[src/pmmae_pkg.sv]
`timescale 1ns / 1ps
// Shared constants, types and helpers for the packet memory-map access engine.
// No dependencies; the top level imports this package.
package pmmae_pkg;

   // Size of the byte-wide memory map (8 to 48).
   localparam int MAP_BYTES = 32;
   localparam int MAP_AW    = $clog2(MAP_BYTES);

   // Command header layout.
   localparam int HDR_LEN = 16;
   localparam int HDR_AW  = $clog2(HDR_LEN);
   localparam int MAC_LEN = 6;

   // Reply length counter: header plus up to MAP_BYTES-1 read bytes.
   localparam int CNT_W = $clog2(HDR_LEN + MAP_BYTES);

   // Byte position inside a packet; only offsets below 24 matter.
   localparam int POS_W = 5;
   localparam logic [POS_W-1:0] POS_MAGIC     = POS_W'(12);
   localparam logic [POS_W-1:0] POS_CMD       = POS_W'(13);
   localparam logic [POS_W-1:0] POS_HDR_END   = POS_W'(15);
   localparam logic [POS_W-1:0] POS_PARAM_END = POS_W'(23);
   localparam logic [POS_W-1:0] POS_MAX       = '1;

   // Command codes.
   localparam logic [7:0] CMD_RW    = 8'd0;
   localparam logic [7:0] CMD_FLASH = 8'd1;

   // Configuration registers.
   localparam int CSR_IDX_W = 1;
   localparam logic [CSR_IDX_W-1:0] CSR_TIMEOUT = 1'd0;
   localparam logic [CSR_IDX_W-1:0] CSR_MAGIC   = 1'd1;
   localparam logic [7:0] TIMEOUT_RESET = 8'd20;
   localparam logic [7:0] MAGIC_RESET   = 8'h69;

   // Item kinds on both channels.
   localparam logic REQ_BYTE   = 1'b0;
   localparam logic REQ_TICK   = 1'b1;
   localparam logic KIND_REPLY = 1'b0;
   localparam logic KIND_TICK  = 1'b1;

   localparam int RSP_DATA_W = 16;

   typedef enum logic [3:0] {
      PK_HEADER  = 4'b0001,
      PK_PARAMS  = 4'b0010,
      PK_WRITE   = 4'b0100,
      PK_DISCARD = 4'b1000
   } pkt_state_type;

   typedef enum logic [1:0] {
      EM_IDLE = 2'b01,
      EM_RUN  = 2'b10
   } emit_state_type;

   typedef enum logic [1:0] {
      SRC_HDR = 2'd0,
      SRC_MAP = 2'd1,
      SRC_ONE = 2'd2
   } byte_src_type;

   // Reply order of the header: source MAC, destination MAC, then the rest.
   function automatic logic [HDR_AW-1:0] hdr_order(input logic [HDR_AW-1:0] idx);
      logic [HDR_AW-1:0] res;
      if (idx < HDR_AW'(MAC_LEN)) begin
         res = idx + HDR_AW'(MAC_LEN);
      end else if (idx < HDR_AW'(2 * MAC_LEN)) begin
         res = idx - HDR_AW'(MAC_LEN);
      end else begin
         res = idx;
      end
      return res;
   endfunction

endpackage

[src/pmmae_ram.sv]
`timescale 1ns / 1ps
// Generic single-write, single-read RAM with a registered read port.
// Standalone; used for the header store and the memory map.
module pmmae_ram #(
   parameter int WIDTH = 8,
   parameter int DEPTH = 32,
   localparam int AW = $clog2(DEPTH)
) (
   input  logic             clock,
   input  logic             we,
   input  logic [AW-1:0]    waddr,
   input  logic [WIDTH-1:0] wdata,
   input  logic             re,
   input  logic [AW-1:0]    raddr,
   output logic [WIDTH-1:0] rdata
);

   logic [WIDTH-1:0] mem_ff [DEPTH];
   logic [WIDTH-1:0] rdata_ff;

   always_ff @(posedge clock) begin
      if (we) begin
         mem_ff[waddr] <= wdata;
      end
      if (re) begin
         rdata_ff <= mem_ff[raddr];
      end
   end

   assign rdata = rdata_ff;

endmodule

[src/packet_memory_map_access_engine_top.sv]
`timescale 1ns / 1ps
// Top level of the packet memory-map access engine: packet parser, reply sequencer,
// watchdog counter and output register. Depends on pmmae_pkg and pmmae_ram.
//
//  Channel   Dir  Handshake              Payload
//  req_      in   req_tvalid/req_tready  tdata data_byte, tuser cmd, tlast last
//  rsp_      out  rsp_tvalid/rsp_tready  tdata out_byte/commit_flash/timed_out,
//                                        tuser kind, tlast out_last
//  csr_      in   csr_valid/csr_ready    csr_index, csr_wdata
//
// Packet bytes are taken one per cycle while no reply is read out; ticks likewise, but only
// while the output register can take them. A reply is read out of the header and map RAMs at
// one byte per cycle while rsp_ does not stall; req_tready stays low until the last reply byte
// sits in the output register. A stalled rsp_ side holds ticks and the reply sequencer, but
// never packet bytes; a reply that a byte starts waits in the sequencer. Reset is synchronous;
// the map reads as zeros through per-entry valid bits, so there is no clearing pass.
module packet_memory_map_access_engine_top (
   input  logic                              clock,
   input  logic                              reset,
   // Request stream.
   input  logic                              req_tvalid,
   output logic                              req_tready,
   input  logic [7:0]                        req_tdata,  // [7:0] data_byte
   input  logic                              req_tuser,  // [0] cmd
   input  logic                              req_tlast,
   // Response stream.
   output logic                              rsp_tvalid,
   input  logic                              rsp_tready,
   output logic [pmmae_pkg::RSP_DATA_W-1:0]  rsp_tdata,  // [7:0] out_byte, [8] commit_flash,
                                                          // [9] timed_out, [15:10] zero
   output logic                              rsp_tuser,  // [0] kind
   output logic                              rsp_tlast,
   // Configuration write port.
   input  logic                              csr_valid,
   output logic                              csr_ready,
   input  logic [pmmae_pkg::CSR_IDX_W-1:0]   csr_index,
   input  logic [7:0]                        csr_wdata
);

   import pmmae_pkg::*;

   localparam int ADD_W = 17;
   localparam logic [1:0] PW_RADDR = 2'd0;
   localparam logic [1:0] PW_RLEN  = 2'd1;
   localparam logic [1:0] PW_WADDR = 2'd2;
   localparam logic [1:0] PW_WLEN  = 2'd3;

   // Configuration and watchdog.
   logic [7:0] timeout_ff, timeout_in;
   logic [7:0] magic_ff, magic_in;
   logic [7:0] idle_ticks_ff, idle_ticks_in;

   // Packet parser.
   pkt_state_type     pkt_state_ff, pkt_state_in;
   logic [POS_W-1:0]  pos_ff, pos_in;
   logic [7:0]        cmd_ff, cmd_in;
   logic [15:0]       ra_ff, ra_in, rl_ff, rl_in, wa_ff, wa_in, wl_ff, wl_in;
   logic [MAP_AW-1:0] wr_addr_ff, wr_addr_in;
   logic [MAP_AW-1:0] wr_left_ff, wr_left_in;
   logic [MAP_BYTES-1:0] map_vld_ff, map_vld_in;

   // Reply sequencer.
   emit_state_type    emit_ff, emit_in;
   logic [CNT_W-1:0]  iss_ff, iss_in;
   logic [CNT_W-1:0]  num_ff, num_in;
   logic              cmt_ff, cmt_in;
   logic [MAP_AW-1:0] rd_addr_ff, rd_addr_in;
   logic              pend_ff, pend_in;
   byte_src_type      pend_src_ff, pend_src_in;
   logic              pend_last_ff, pend_last_in;
   logic              pend_vld_ff, pend_vld_in;

   // Output register.
   logic       rsp_valid_ff, rsp_valid_in;
   logic       rsp_kind_ff, rsp_kind_in;
   logic [7:0] rsp_byte_ff, rsp_byte_in;
   logic       rsp_last_ff, rsp_last_in;
   logic       rsp_commit_ff, rsp_commit_in;
   logic       rsp_timed_ff, rsp_timed_in;

   logic req_fire, tick_fire, byte_fire, slot_free, tick_flag, magic_ok;
   logic hdr_we, map_we, hdr_re, map_re;
   logic start, start_cmt;
   logic [CNT_W-1:0]  start_num;
   logic [MAP_AW-1:0] start_rd_addr;
   logic [15:0] wl_next;
   logic rd_ok, wr_ok;
   logic issue, load;
   byte_src_type issue_src;
   logic [HDR_AW-1:0] hdr_raddr;
   logic [7:0] hdr_rdata, map_rdata, load_byte;

   assign slot_free = !rsp_valid_ff || rsp_tready;
   // Packet bytes are never held back by a stalled response side.
   assign req_tready = (emit_ff == EM_IDLE) && (slot_free || (req_tuser == REQ_BYTE));
   assign req_fire   = req_tvalid && req_tready;
   assign tick_fire  = req_fire && (req_tuser == REQ_TICK);
   assign byte_fire  = req_fire && (req_tuser == REQ_BYTE);
   assign tick_flag  = idle_ticks_ff > timeout_ff;
   assign csr_ready  = 1'b1;

   // Configuration writes and watchdog counter.
   always_comb begin
      timeout_in    = timeout_ff;
      magic_in      = magic_ff;
      idle_ticks_in = idle_ticks_ff;
      if (csr_valid) begin
         unique case (csr_index)
            CSR_TIMEOUT: timeout_in = csr_wdata;
            CSR_MAGIC:   magic_in   = csr_wdata;
            default:     ;
         endcase
      end
      if (tick_fire) begin
         if (!tick_flag && (idle_ticks_ff != 8'hFF)) begin
            idle_ticks_in = idle_ticks_ff + 8'd1;
         end
      end else if (magic_ok) begin
         idle_ticks_in = '0;
      end
   end

   // Packet parser.
   assign wl_next = {wl_ff[7:0], req_tdata};
   assign rd_ok   = ({1'b0, ra_ff} + {1'b0, rl_ff}) < ADD_W'(MAP_BYTES);
   assign wr_ok   = ({1'b0, wa_ff} + {1'b0, wl_next}) < ADD_W'(MAP_BYTES);

   always_comb begin
      pkt_state_in  = pkt_state_ff;
      pos_in        = pos_ff;
      cmd_in        = cmd_ff;
      ra_in         = ra_ff;
      rl_in         = rl_ff;
      wa_in         = wa_ff;
      wl_in         = wl_ff;
      wr_addr_in    = wr_addr_ff;
      wr_left_in    = wr_left_ff;
      map_vld_in    = map_vld_ff;
      hdr_we        = 1'b0;
      map_we        = 1'b0;
      magic_ok      = 1'b0;
      start         = 1'b0;
      start_cmt     = 1'b0;
      start_num     = CNT_W'(HDR_LEN);
      start_rd_addr = ra_ff[MAP_AW-1:0];
      if (byte_fire) begin
         unique case (pkt_state_ff)
            PK_HEADER: begin
               hdr_we = 1'b1;
               if (pos_ff == POS_MAGIC) begin
                  if (req_tdata != magic_ff) begin
                     pkt_state_in = PK_DISCARD;
                  end else begin
                     magic_ok = 1'b1;
                  end
               end else if (pos_ff == POS_CMD) begin
                  cmd_in = req_tdata;
               end else if (pos_ff == POS_HDR_END) begin
                  if (cmd_ff == CMD_RW) begin
                     pkt_state_in = PK_PARAMS;
                  end else begin
                     start        = 1'b1;
                     start_cmt    = (cmd_ff == CMD_FLASH);
                     start_num    = (cmd_ff == CMD_FLASH) ? CNT_W'(HDR_LEN + 1)
                                                          : CNT_W'(HDR_LEN);
                     pkt_state_in = PK_DISCARD;
                  end
               end
            end
            PK_PARAMS: begin
               // Offsets 16..23 carry four big-endian words, two bytes each.
               case (pos_ff[2:1])
                  PW_RADDR: ra_in = {ra_ff[7:0], req_tdata};
                  PW_RLEN:  rl_in = {rl_ff[7:0], req_tdata};
                  PW_WADDR: wa_in = {wa_ff[7:0], req_tdata};
                  PW_WLEN:  wl_in = wl_next;
                  default:  ;
               endcase
               if (pos_ff == POS_PARAM_END) begin
                  start = 1'b1;
                  if (rd_ok && wr_ok) begin
                     start_num    = CNT_W'(HDR_LEN) + CNT_W'(rl_ff[MAP_AW-1:0]);
                     wr_addr_in   = wa_ff[MAP_AW-1:0];
                     wr_left_in   = wl_next[MAP_AW-1:0];
                     pkt_state_in = PK_WRITE;
                  end else begin
                     pkt_state_in = PK_DISCARD;
                  end
               end
            end
            PK_WRITE: begin
               if (wr_left_ff != '0) begin
                  map_we     = 1'b1;
                  map_vld_in = map_vld_ff | (MAP_BYTES'(1) << wr_addr_ff);
                  wr_addr_in = wr_addr_ff + 1'b1;
                  wr_left_in = wr_left_ff - 1'b1;
               end
            end
            PK_DISCARD: ;
            default: ;
         endcase
         if (pos_ff != POS_MAX) begin
            pos_in = pos_ff + 1'b1;
         end
         if (req_tlast) begin
            pkt_state_in = PK_HEADER;
            pos_in       = '0;
         end
      end
   end

   // Reply sequencer: one read issued per cycle unless rsp_ stalls; data loads on slot_free.
   assign issue = (emit_ff == EM_RUN) && (iss_ff != num_ff) && (!pend_ff || slot_free);
   assign load  = pend_ff && slot_free;

   always_comb begin
      if (iss_ff < CNT_W'(HDR_LEN)) begin
         issue_src = SRC_HDR;
      end else if (cmt_ff) begin
         issue_src = SRC_ONE;
      end else begin
         issue_src = SRC_MAP;
      end
   end

   assign hdr_raddr = hdr_order(iss_ff[HDR_AW-1:0]);
   assign hdr_re    = issue && (issue_src == SRC_HDR);
   assign map_re    = issue && (issue_src == SRC_MAP);

   always_comb begin
      emit_in      = emit_ff;
      iss_in       = iss_ff;
      num_in       = num_ff;
      cmt_in       = cmt_ff;
      rd_addr_in   = rd_addr_ff;
      pend_in      = pend_ff;
      pend_src_in  = pend_src_ff;
      pend_last_in = pend_last_ff;
      pend_vld_in  = pend_vld_ff;
      if (issue) begin
         iss_in       = iss_ff + 1'b1;
         pend_in      = 1'b1;
         pend_src_in  = issue_src;
         pend_last_in = ((iss_ff + 1'b1) == num_ff);
         pend_vld_in  = map_vld_ff[rd_addr_ff];
         if (issue_src == SRC_MAP) begin
            rd_addr_in = rd_addr_ff + 1'b1;
         end
      end else if (load) begin
         pend_in = 1'b0;
      end
      if (load && pend_last_ff) begin
         emit_in = EM_IDLE;
      end
      if (start) begin
         emit_in    = EM_RUN;
         iss_in     = '0;
         num_in     = start_num;
         cmt_in     = start_cmt;
         rd_addr_in = start_rd_addr;
      end
   end

   always_comb begin
      case (pend_src_ff)
         SRC_HDR: load_byte = hdr_rdata;
         SRC_MAP: load_byte = pend_vld_ff ? map_rdata : 8'd0;
         default: load_byte = 8'd1;
      endcase
   end

   // Output register.
   always_comb begin
      rsp_valid_in  = rsp_valid_ff;
      rsp_kind_in   = rsp_kind_ff;
      rsp_byte_in   = rsp_byte_ff;
      rsp_last_in   = rsp_last_ff;
      rsp_commit_in = rsp_commit_ff;
      rsp_timed_in  = rsp_timed_ff;
      if (load) begin
         rsp_valid_in  = 1'b1;
         rsp_kind_in   = KIND_REPLY;
         rsp_byte_in   = load_byte;
         rsp_last_in   = pend_last_ff;
         rsp_commit_in = cmt_ff;
         rsp_timed_in  = 1'b0;
      end else if (tick_fire) begin
         rsp_valid_in  = 1'b1;
         rsp_kind_in   = KIND_TICK;
         rsp_byte_in   = 8'd0;
         rsp_last_in   = 1'b0;
         rsp_commit_in = 1'b0;
         rsp_timed_in  = tick_flag;
      end else if (rsp_tready) begin
         rsp_valid_in  = 1'b0;
      end
   end

   always_ff @(posedge clock) begin
      if (reset) begin
         timeout_ff    <= TIMEOUT_RESET;
         magic_ff      <= MAGIC_RESET;
         idle_ticks_ff <= '0;
         pkt_state_ff  <= PK_HEADER;
         pos_ff        <= '0;
         map_vld_ff    <= '0;
         emit_ff       <= EM_IDLE;
         pend_ff       <= 1'b0;
         rsp_valid_ff  <= 1'b0;
      end else begin
         timeout_ff    <= timeout_in;
         magic_ff      <= magic_in;
         idle_ticks_ff <= idle_ticks_in;
         pkt_state_ff  <= pkt_state_in;
         pos_ff        <= pos_in;
         map_vld_ff    <= map_vld_in;
         emit_ff       <= emit_in;
         pend_ff       <= pend_in;
         rsp_valid_ff  <= rsp_valid_in;
      end
   end

   always_ff @(posedge clock) begin
      cmd_ff        <= cmd_in;
      ra_ff         <= ra_in;
      rl_ff         <= rl_in;
      wa_ff         <= wa_in;
      wl_ff         <= wl_in;
      wr_addr_ff    <= wr_addr_in;
      wr_left_ff    <= wr_left_in;
      iss_ff        <= iss_in;
      num_ff        <= num_in;
      cmt_ff        <= cmt_in;
      rd_addr_ff    <= rd_addr_in;
      pend_src_ff   <= pend_src_in;
      pend_last_ff  <= pend_last_in;
      pend_vld_ff   <= pend_vld_in;
      rsp_kind_ff   <= rsp_kind_in;
      rsp_byte_ff   <= rsp_byte_in;
      rsp_last_ff   <= rsp_last_in;
      rsp_commit_ff <= rsp_commit_in;
      rsp_timed_ff  <= rsp_timed_in;
   end

   pmmae_ram #(
      .WIDTH(8),
      .DEPTH(HDR_LEN)
   ) u_hdr_ram (
      .clock(clock),
      .we   (hdr_we),
      .waddr(pos_ff[HDR_AW-1:0]),
      .wdata(req_tdata),
      .re   (hdr_re),
      .raddr(hdr_raddr),
      .rdata(hdr_rdata)
   );

   pmmae_ram #(
      .WIDTH(8),
      .DEPTH(MAP_BYTES)
   ) u_map_ram (
      .clock(clock),
      .we   (map_we),
      .waddr(wr_addr_ff),
      .wdata(req_tdata),
      .re   (map_re),
      .raddr(rd_addr_ff),
      .rdata(map_rdata)
   );

   assign rsp_tvalid = rsp_valid_ff;
   assign rsp_tuser  = rsp_kind_ff;
   assign rsp_tlast  = rsp_last_ff;
   assign rsp_tdata  = {(RSP_DATA_W - 10)'(0), rsp_timed_ff, rsp_commit_ff, rsp_byte_ff};

   // The request side is closed while a reply is being read out.
   a_no_accept_in_reply: assert property (@(posedge clock) disable iff (reset)
      (emit_ff == EM_RUN) |-> !req_tready)
      else $error("request accepted during reply readout");

   // Loading the final reply byte ends the readout and shows a marked last byte.
   a_last_ends_reply: assert property (@(posedge clock) disable iff (reset)
      (load && pend_last_ff) |=> ((emit_ff == EM_IDLE) && rsp_tvalid && rsp_tlast))
      else $error("reply did not end on its last byte");

   // A read in flight only exists while a reply is running.
   a_pend_in_reply: assert property (@(posedge clock) disable iff (reset)
      pend_ff |-> (emit_ff == EM_RUN))
      else $error("pending RAM read outside a reply");

   // The issue counter never passes the reply length.
   a_issue_bound: assert property (@(posedge clock) disable iff (reset)
      (emit_ff == EM_RUN) |-> (iss_ff <= num_ff))
      else $error("reply issue counter overran");

endmodule
[config.mk]
export PLATFORM = sky130hd
export DESIGN_NAME = packet_memory_map_access_engine_top
export DESIGN_NICKNAME = d
export VERILOG_FILES = /design/src/pmmae_pkg.sv /design/src/pmmae_ram.sv /design/src/packet_memory_map_access_engine_top.sv
export SDC_FILE = /design/constraint.sdc
export NUM_CORES = 1
export LEC_CHECK = 0
export BUFFER_PORTS_ARGS = -buffer_cell sky130_fd_sc_hd__clkbuf_2
export CAP_MARGIN = 20
export CORE_UTILIZATION = 55
export DETAILED_ROUTE_END_ITERATION = 12
export PLACE_DENSITY = 0.7
export SLEW_MARGIN = 10
export SYNTH_ARGS = -nofsm -noshare
export SYNTH_HDL_FRONTEND = slang
export SYNTH_SLANG_ARGS = --single-unit
[constraint.sdc]
create_clock -name clock -period 3.9 [get_ports clock]
set_clock_uncertainty 0.1 [all_clocks]
set_input_delay 0.195 -clock clock [delete_from_list [all_inputs] [get_ports clock]]
set_output_delay 0.195 -clock clock [all_outputs]
set_load 0.05 [all_outputs]
# Yosys cells after proc, flatten, opt, wreduce, memory -nomap -nowiden
# Memory sizes are Yosys's and may differ from the RTL's. A register that Yosys moved wholly into a read port is not among the register bits.
# Cells that the tools add are included.
# op_classes
addsub,11
n_mul,0
div,0
n_lt_le_gt_ge,7
eq_ne,28
shifts,1
mux,73
n_bitwise,7
n_reduce_logical,47
# ops
cell,count
$mux W5,11
$mux W8,6
$mux W4,10
$add A16 B16 Y17,2
$lt A17 B6 Y1 const B,2
$mux W1,33
$or A32 B32 Y32,1
$shl A1 B5 Y32 const A,1
$pmux W5 S2,2
$pmux W8 S2,1
$reduce_bool A2 Y1,8
$add A5 B1 Y5 const B,3
$eq A5 B4 Y1 const B,3
$reduce_and A3 Y1,5
$logic_and A1 B1 Y1,12
$mux W6,2
$ne A4 B4 Y1 const B,3
$pmux W6 S2,1
$reduce_and A2 Y1,5
$add A8 B1 Y8 const B,1
$eq A2 B1 Y1 const B,4
$eq A8 B1 Y1 const B,1
$gt A8 B8 Y1,1
$logic_not A8 Y1,1
36 further kinds,55
# totals
reg_bits,177
latchBits,0
ram_bits,384
rom_bits,0
inputBits,24
output_inout_bits,21
n_memories,2
# mem_list
memory,depth,width,read_ports,rd_ports_with_merged_regs,wr,line,source
u_map_ram.mem_ff,32,8,1,1,1,pmmae_ram.sv:18,logic [WIDTH-1:0] mem_ff [DEPTH];
u_hdr_ram.mem_ff,16,8,1,1,1,pmmae_ram.sv:18,

# Logic depth before layout (Yosys ltp)
# depth
depth_word,9
depth_mapped,12
mapped_depth_nobuf,11

# By module
# A second synthesis with hierarchy kept.
# unflattened
hier_cells,1572
area_unflattened_um2,24569.8
# modules_own_cells
module,n_inst,cells_per_inst,area_each_um2,seq_area_each_um2
pmmae_ram (u_map_ram),1,417,10133.5,7927.6
packet_memory_map_access_engine_top,1,926,9208.8,4544.4
pmmae_ram (u_hdr_ram),1,229,5227.5,4083.9

# Least setup slack after synthesis
# OpenSTA, ideal clock, no wires.
# synth_path
path_kind,register -> register
startpoint,register rsp_valid_ff (netlist: rsp_tvalid)
endpoint,"register cmd_ff[0], enable pin"
arrival_ns,3.266
required_time_ns,3.405
slack_ns,0.140
stages_incl_launch_ff,7
n_path_buf,0
period_less_slack_ns,3.760
path_cell_list,dfxtp_1 -> nor2b_1 -> a21oi_1 -> nand3b_1 -> nor2_1 -> nand2_1 -> nor4_1
# synth_via
elab_chain_len,7
# synth_lines
item,line,source
from (decl),packet_memory_map_access_engine_top.sv:74,"logic rsp_valid_ff, rsp_valid_in;"
from (signal assigned),packet_memory_map_access_engine_top.sv:319,rsp_valid_ff <= rsp_valid_in;
$logic_not A1 Y1,packet_memory_map_access_engine_top.sv:93,assign slot_free = !rsp_valid_ff || rsp_tready;
$logic_or A1 B1 Y1,packet_memory_map_access_engine_top.sv:93,
$logic_or A1 B1 Y1,packet_memory_map_access_engine_top.sv:95,assign req_tready = (emit_ff == EM_IDLE) && (slot_free || (req_tuser == REQ_BYTE));
$logic_and A1 B1 Y1,packet_memory_map_access_engine_top.sv:95,
named net req_tready,packet_memory_map_access_engine_top.sv:22,"output logic req_tready,"
$logic_and A1 B1 Y1,packet_memory_map_access_engine_top.sv:96,assign req_fire = req_tvalid && req_tready;
$logic_and A1 B1 Y1,packet_memory_map_access_engine_top.sv:98,assign byte_fire = req_fire && (req_tuser == REQ_BYTE);
$reduce_and A4 Y1 (no source line),-,
to (signal assigned),packet_memory_map_access_engine_top.sv:324,cmd_ff <= cmd_in;
to (decl),packet_memory_map_access_engine_top.sv:56,"logic [7:0] cmd_ff, cmd_in;"
# The timed path passes the listed nets, and every way through them passes these cells.
# A chain may end at the register's enable or synchronous reset.

# Worst setup path in the final report
# layout_path
startpoint,register wa_ff[15]
endpoint,"register wr_addr_ff[4], enable pin"
# layout_via
elab_chain_len,5
# layout_lines
item,line,source
from (decl),packet_memory_map_access_engine_top.sv:57,"logic [15:0] ra_ff, ra_in, rl_ff, rl_in, wa_ff, wa_in, wl_ff, wl_in;"
from (signal assigned),packet_memory_map_access_engine_top.sv:327,wa_ff <= wa_in;
$add A16 B16 Y17,packet_memory_map_access_engine_top.sv:126,"assign wr_ok = ({1'b0, wa_ff} + {1'b0, wl_next}) < ADD_W'(MAP_BYTES);"
$lt A17 B6 Y1,packet_memory_map_access_engine_top.sv:126,
$logic_and A1 B1 Y1,packet_memory_map_access_engine_top.sv:181,if (rd_ok && wr_ok) begin
$ne A2 B2 Y1 (no source line),-,
$reduce_and A5 Y1 (no source line),-,
to (signal assigned),packet_memory_map_access_engine_top.sv:329,wr_addr_ff <= wr_addr_in;
to (decl),packet_memory_map_access_engine_top.sv:58,"logic [MAP_AW-1:0] wr_addr_ff, wr_addr_in;"
# Every way passes these cells.

==> impl_metrics.py <==
metrics = {
    "global_route": {
        "grt_pass1_wl_mm": 85.6,
        "grt_usage": 0.257,
        "first_global_vias": 14000,
        "grt.overflow.total": 0,
        "grt_start_max_net_pins": 56,
        "antenna_found_initial": 0,
    },
    "cts": {
        "post_cts_buffers": 0,
        "clkSinkCount": 577,
        "clock_latency_ps": 620,
        "cts.path.max_buffers": 3,
        "clkTransAtPathRegs_ps": 60,
        "cts_buffers": 56,
        "cts_root_buf": "clkbuf_16",
        "cts_tree": "done",
        "h-tree-depth": 2,
    },
    "layout": {
        "final_nets": 1753,
        "drive_above_1_share": 0.203,
        "final.fill_count": 3238,
        "utilization": 0.629,
        "final_cell_mix": "edfxtp_1, mux4_2, nor2_1",
        "areaGrowthSynthToFinish_pct": 13.2,
        "final_common_cell": "edfxtp_1",
    },
    "critical_path": {
        "cp_cell_sequence": "ha_1, a211o_1, a2111oi_0, nand4_1, a2111oi_1, nand4_1, nor2_1, and3_1, a21o_1",
        "slowest_delay_ps": 490,
        "cp-start-kind": "register",
        "critPathBufInv": 0,
        "crit_type": "register to register",
        "crit_family": "compound AO/OA/AOI/OAI gates",
        "worstReg2RegEnd": "wr_addr_ff[4]",
        "crit_fanout": 10,
        "reg2reg_depth": 9,
        "cp.required_ps": 4070,
        "r2r-start": "wa_ff[15]",
        "critPathSlowestCell": "a2111oi_0",
        "cp_common_cell": "nand4_1",
        "crit_start": "wa_ff[15]",
        "r2r_slack_ps": 300,
        "end_kind": "register",
        "arrival_ps": 3780,
    },
    "synthesis": {
        "synthAdderAreaFrac": 0.0291,
        "synthXorXnorAreaFrac": 0.0154,
        "ys.flop_type": "edfxtp_1",
        "synthArstFlopShare": 0,
        "synth_compound_area_frac": 0.0617,
        "synth_top_family_by_area": "multiplexers",
        "yosys.area_share.simple": 0.0763,
        "synthMuxAreaShare": 0.122,
        "syn-mean-instance-area_um2": 15.7,
        "yosys_register_bits": 577,
        "ys_seq_area_frac": 0.675,
        "syn_area_mm2": 0.0245,
        "yosys_warnings": 0,
        "synth-edff-count": 500,
        "yosys.cell_types.count": 74,
        "syn_inst": 1560,
    },
    "power_and_ir_drop": {
        "p_leak_nw": 9.42,
        "pwr_density_cell_mw_per_mm2": 450,
        "p_total_mw": 12.5,
        "swShare": 0.203,
        "combPwrFrac": 0.023,
        "p_int_mw": 9.95,
        "vdd_drop_max_v": 0.000422,
        "pwr-share-clk": 0.439,
        "p_seq_frac": 0.538,
        "switchingPower_mw": 2.53,
    },
    "routing": {
        "maxUsedRoutingLayer": "met4",
        "wl_mm": 56.3,
        "vias_per_cell": 6.13,
        "drt-initial-drc-count": 1617,
        "drt-met1-wl_mm": 23.9,
        "dr.pass1.iters": 6,
        "wl_met3_mm": 4.39,
        "drtAntennaViolNets": 0,
        "vias": 14200,
        "dr_wl_met2_mm": 26.9,
        "post_drt_wl_per_cell_um": 24.4,
        "drcViolationCount": 0,
    },
    "floorplan": {
        "fp.coreArea_mm2": 0.0441,
        "dieArea_mm2": 0.0455,
        "die_w_um": 213,
        "io_pins": 45,
        "start_util": 0.556,
        "die_y_um": 213,
        "rows": 77,
    },
    "timing": {
        "worst_slew_pin_slew_ps": 1010,
        "fin_setup_tns_ps": 0,
        "maxSlewViolCount": 0,
        "period_needed_ps": 3600,
        "timing.hold.ws_ps": 60.9,
        "final.period_utilization": 0.924,
        "fmax_ghz": 0.277,
        "hold_violations": 0,
        "grt_setup_unrepaired": "false",
        "layout_setup_ws_ps": 296,
        "slew_headroom": 0.326,
        "setup_viol_count_final": 0,
    },
    "place": {
        "hpwl_mm": 36.1,
        "port-buffer-count": 37,
        "place.gp.congestion": 0.955,
        "place_ws_ps": 355,
    },
    "worst_hold_path": {
        "holdPathStages": 2,
        "hp-start": "req_tdata[3]",
        "min_to": "u_map_ram.mem_ff[3][3]",
        "min_path_type": "input pin to register",
    },
    "job": {
        "maxCapViolCount": 0,
    },
    "status": {
        "status": "completed",
    },
}
## worst max path at each step
stage               slack (ps)             to  cells past startpoint
floorplan                  140      cmd_ff[0]                      6
global placement           410  wr_left_ff[1]                     11
detailed placement         360  wr_left_ff[1]                     11
CTS                        380  wr_addr_ff[4]                     10
global route               110  wr_addr_ff[3]                     10
finish                     300  wr_addr_ff[4]                      9
## sequential cells by signal, indices dropped and copies added (netlist names), 6 cells and up
register          flops
cmd_ff                8
idle_ticks_ff         8
iss_ff                6
magic_ff              8
map_vld_ff           32
num_ff                6
ra_ff                16
rl_ff                16
rsp_byte_ff           8
timeout_ff            8
u_hdr_ram.mem_ff    128
u_hdr_ram.rdata       8
u_map_ram.mem_ff    256
u_map_ram.rdata       8
wa_ff                16
wl_ff                 8
## per-layer routing
| layer | up-vias | global-route usage |
|---|---|---|
| met5 | - | 0 |
| met3 | 72 | 0.0425 |
| li1 | 6308 | - |
| met2 | 603 | 0.413 |
| met1 | 7178 | 0.368 |
| met4 | 0 | 0.0675 |
## kinds of logic (layout without fill, tap and decap cells)
| family | after synthesis | after routing |
|---|---|---|
| xor+xnor | 43 | 43 |
| buf+inv | 115 | 268 |
| simple gates | 390 | 390 |
| other cells | 2 | 8 |
| fa+ha+maj | 57 | 57 |
| mux | 146 | 146 |
| flops | 577 | 577 |
| compound gates | 230 | 230 |
## through the flow
stage          cells  cell area, um2
6_report        2311           27800
5_1_grt         2310           27800
4_1_cts         2310           27800
3_5_place_dp    2191           25700
3_3_place_gp    2191           25700
2_1_floorplan   1565           24500
## Yosys cell counts, types with 3 or more instances
cell       count  area [um2]
buf_1          6        22.5
o21ai_0       33         165
edfxtp_1     500       15000
and3_1        22         138
o211ai_1       8        60.1
a2111oi_0      3        26.3
mux4_2       122        2750
nand4_1       14        87.6
mux2_2        11         124
or3_1          6        37.5
and2_1         6        37.5
o31ai_1        3        22.5
dfxtp_1       77        1540
clkbuf_1      42         158
a22oi_1        8        60.1
a211o_1        3        26.3
xnor2_1       22         193
nor2_1       121         454
nor4b_1        3        26.3
a21oi_1       83         415
nor2b_1       17         106
xor2_1        21         184
a21o_1         7        52.6
nor3_1        21         105
o21a_1        29         218
nand2b_1      13        81.3
buf_4         10        75.1
a211oi_1      11        82.6
inv_1         38         143
a31oi_1        6        37.5
nor4_1         8        50.1
nand3_1       42         210
o32ai_1        4        35.0
nand2_1       96         360
buf_2         17        85.1
a21boi_0       3        22.5
o22ai_1        7        43.8
ha_1          57         713
mux2i_1       13         130
nand3b_1       6        45.0
## layout make-up
cell class,count,area [um2],share of cell area
tap,592,741,0.0267
antenna,1,2.50,0.0000901
sequential,577,16600,0.596
timing repair buffer,124,926,0.0334
multi-input combinational,873,7520,0.271
clock buffer,64,1430,0.0516
clock inverter,40,429,0.0155
inverter,40,150,0.00541
## power by group through the flow
stage | clock (mW) | sequential (mW) | combinational (mW)
after floorplan | 0 | 6.86 | 0.116
after global placement | 0 | 6.84 | 0.262
after detailed placement | 0 | 6.85 | 0.268
after CTS | 5.56 | 6.71 | 0.282
after global routing | 5.80 | 6.71 | 0.307
final | 5.49 | 6.71 | 0.284
## timing repair
action	in CTS	in global routing
endpoints found under the hold margin	25	0
hold buffers	15	0
resized for setup	0	0
(Power assumes the default switching activity.)
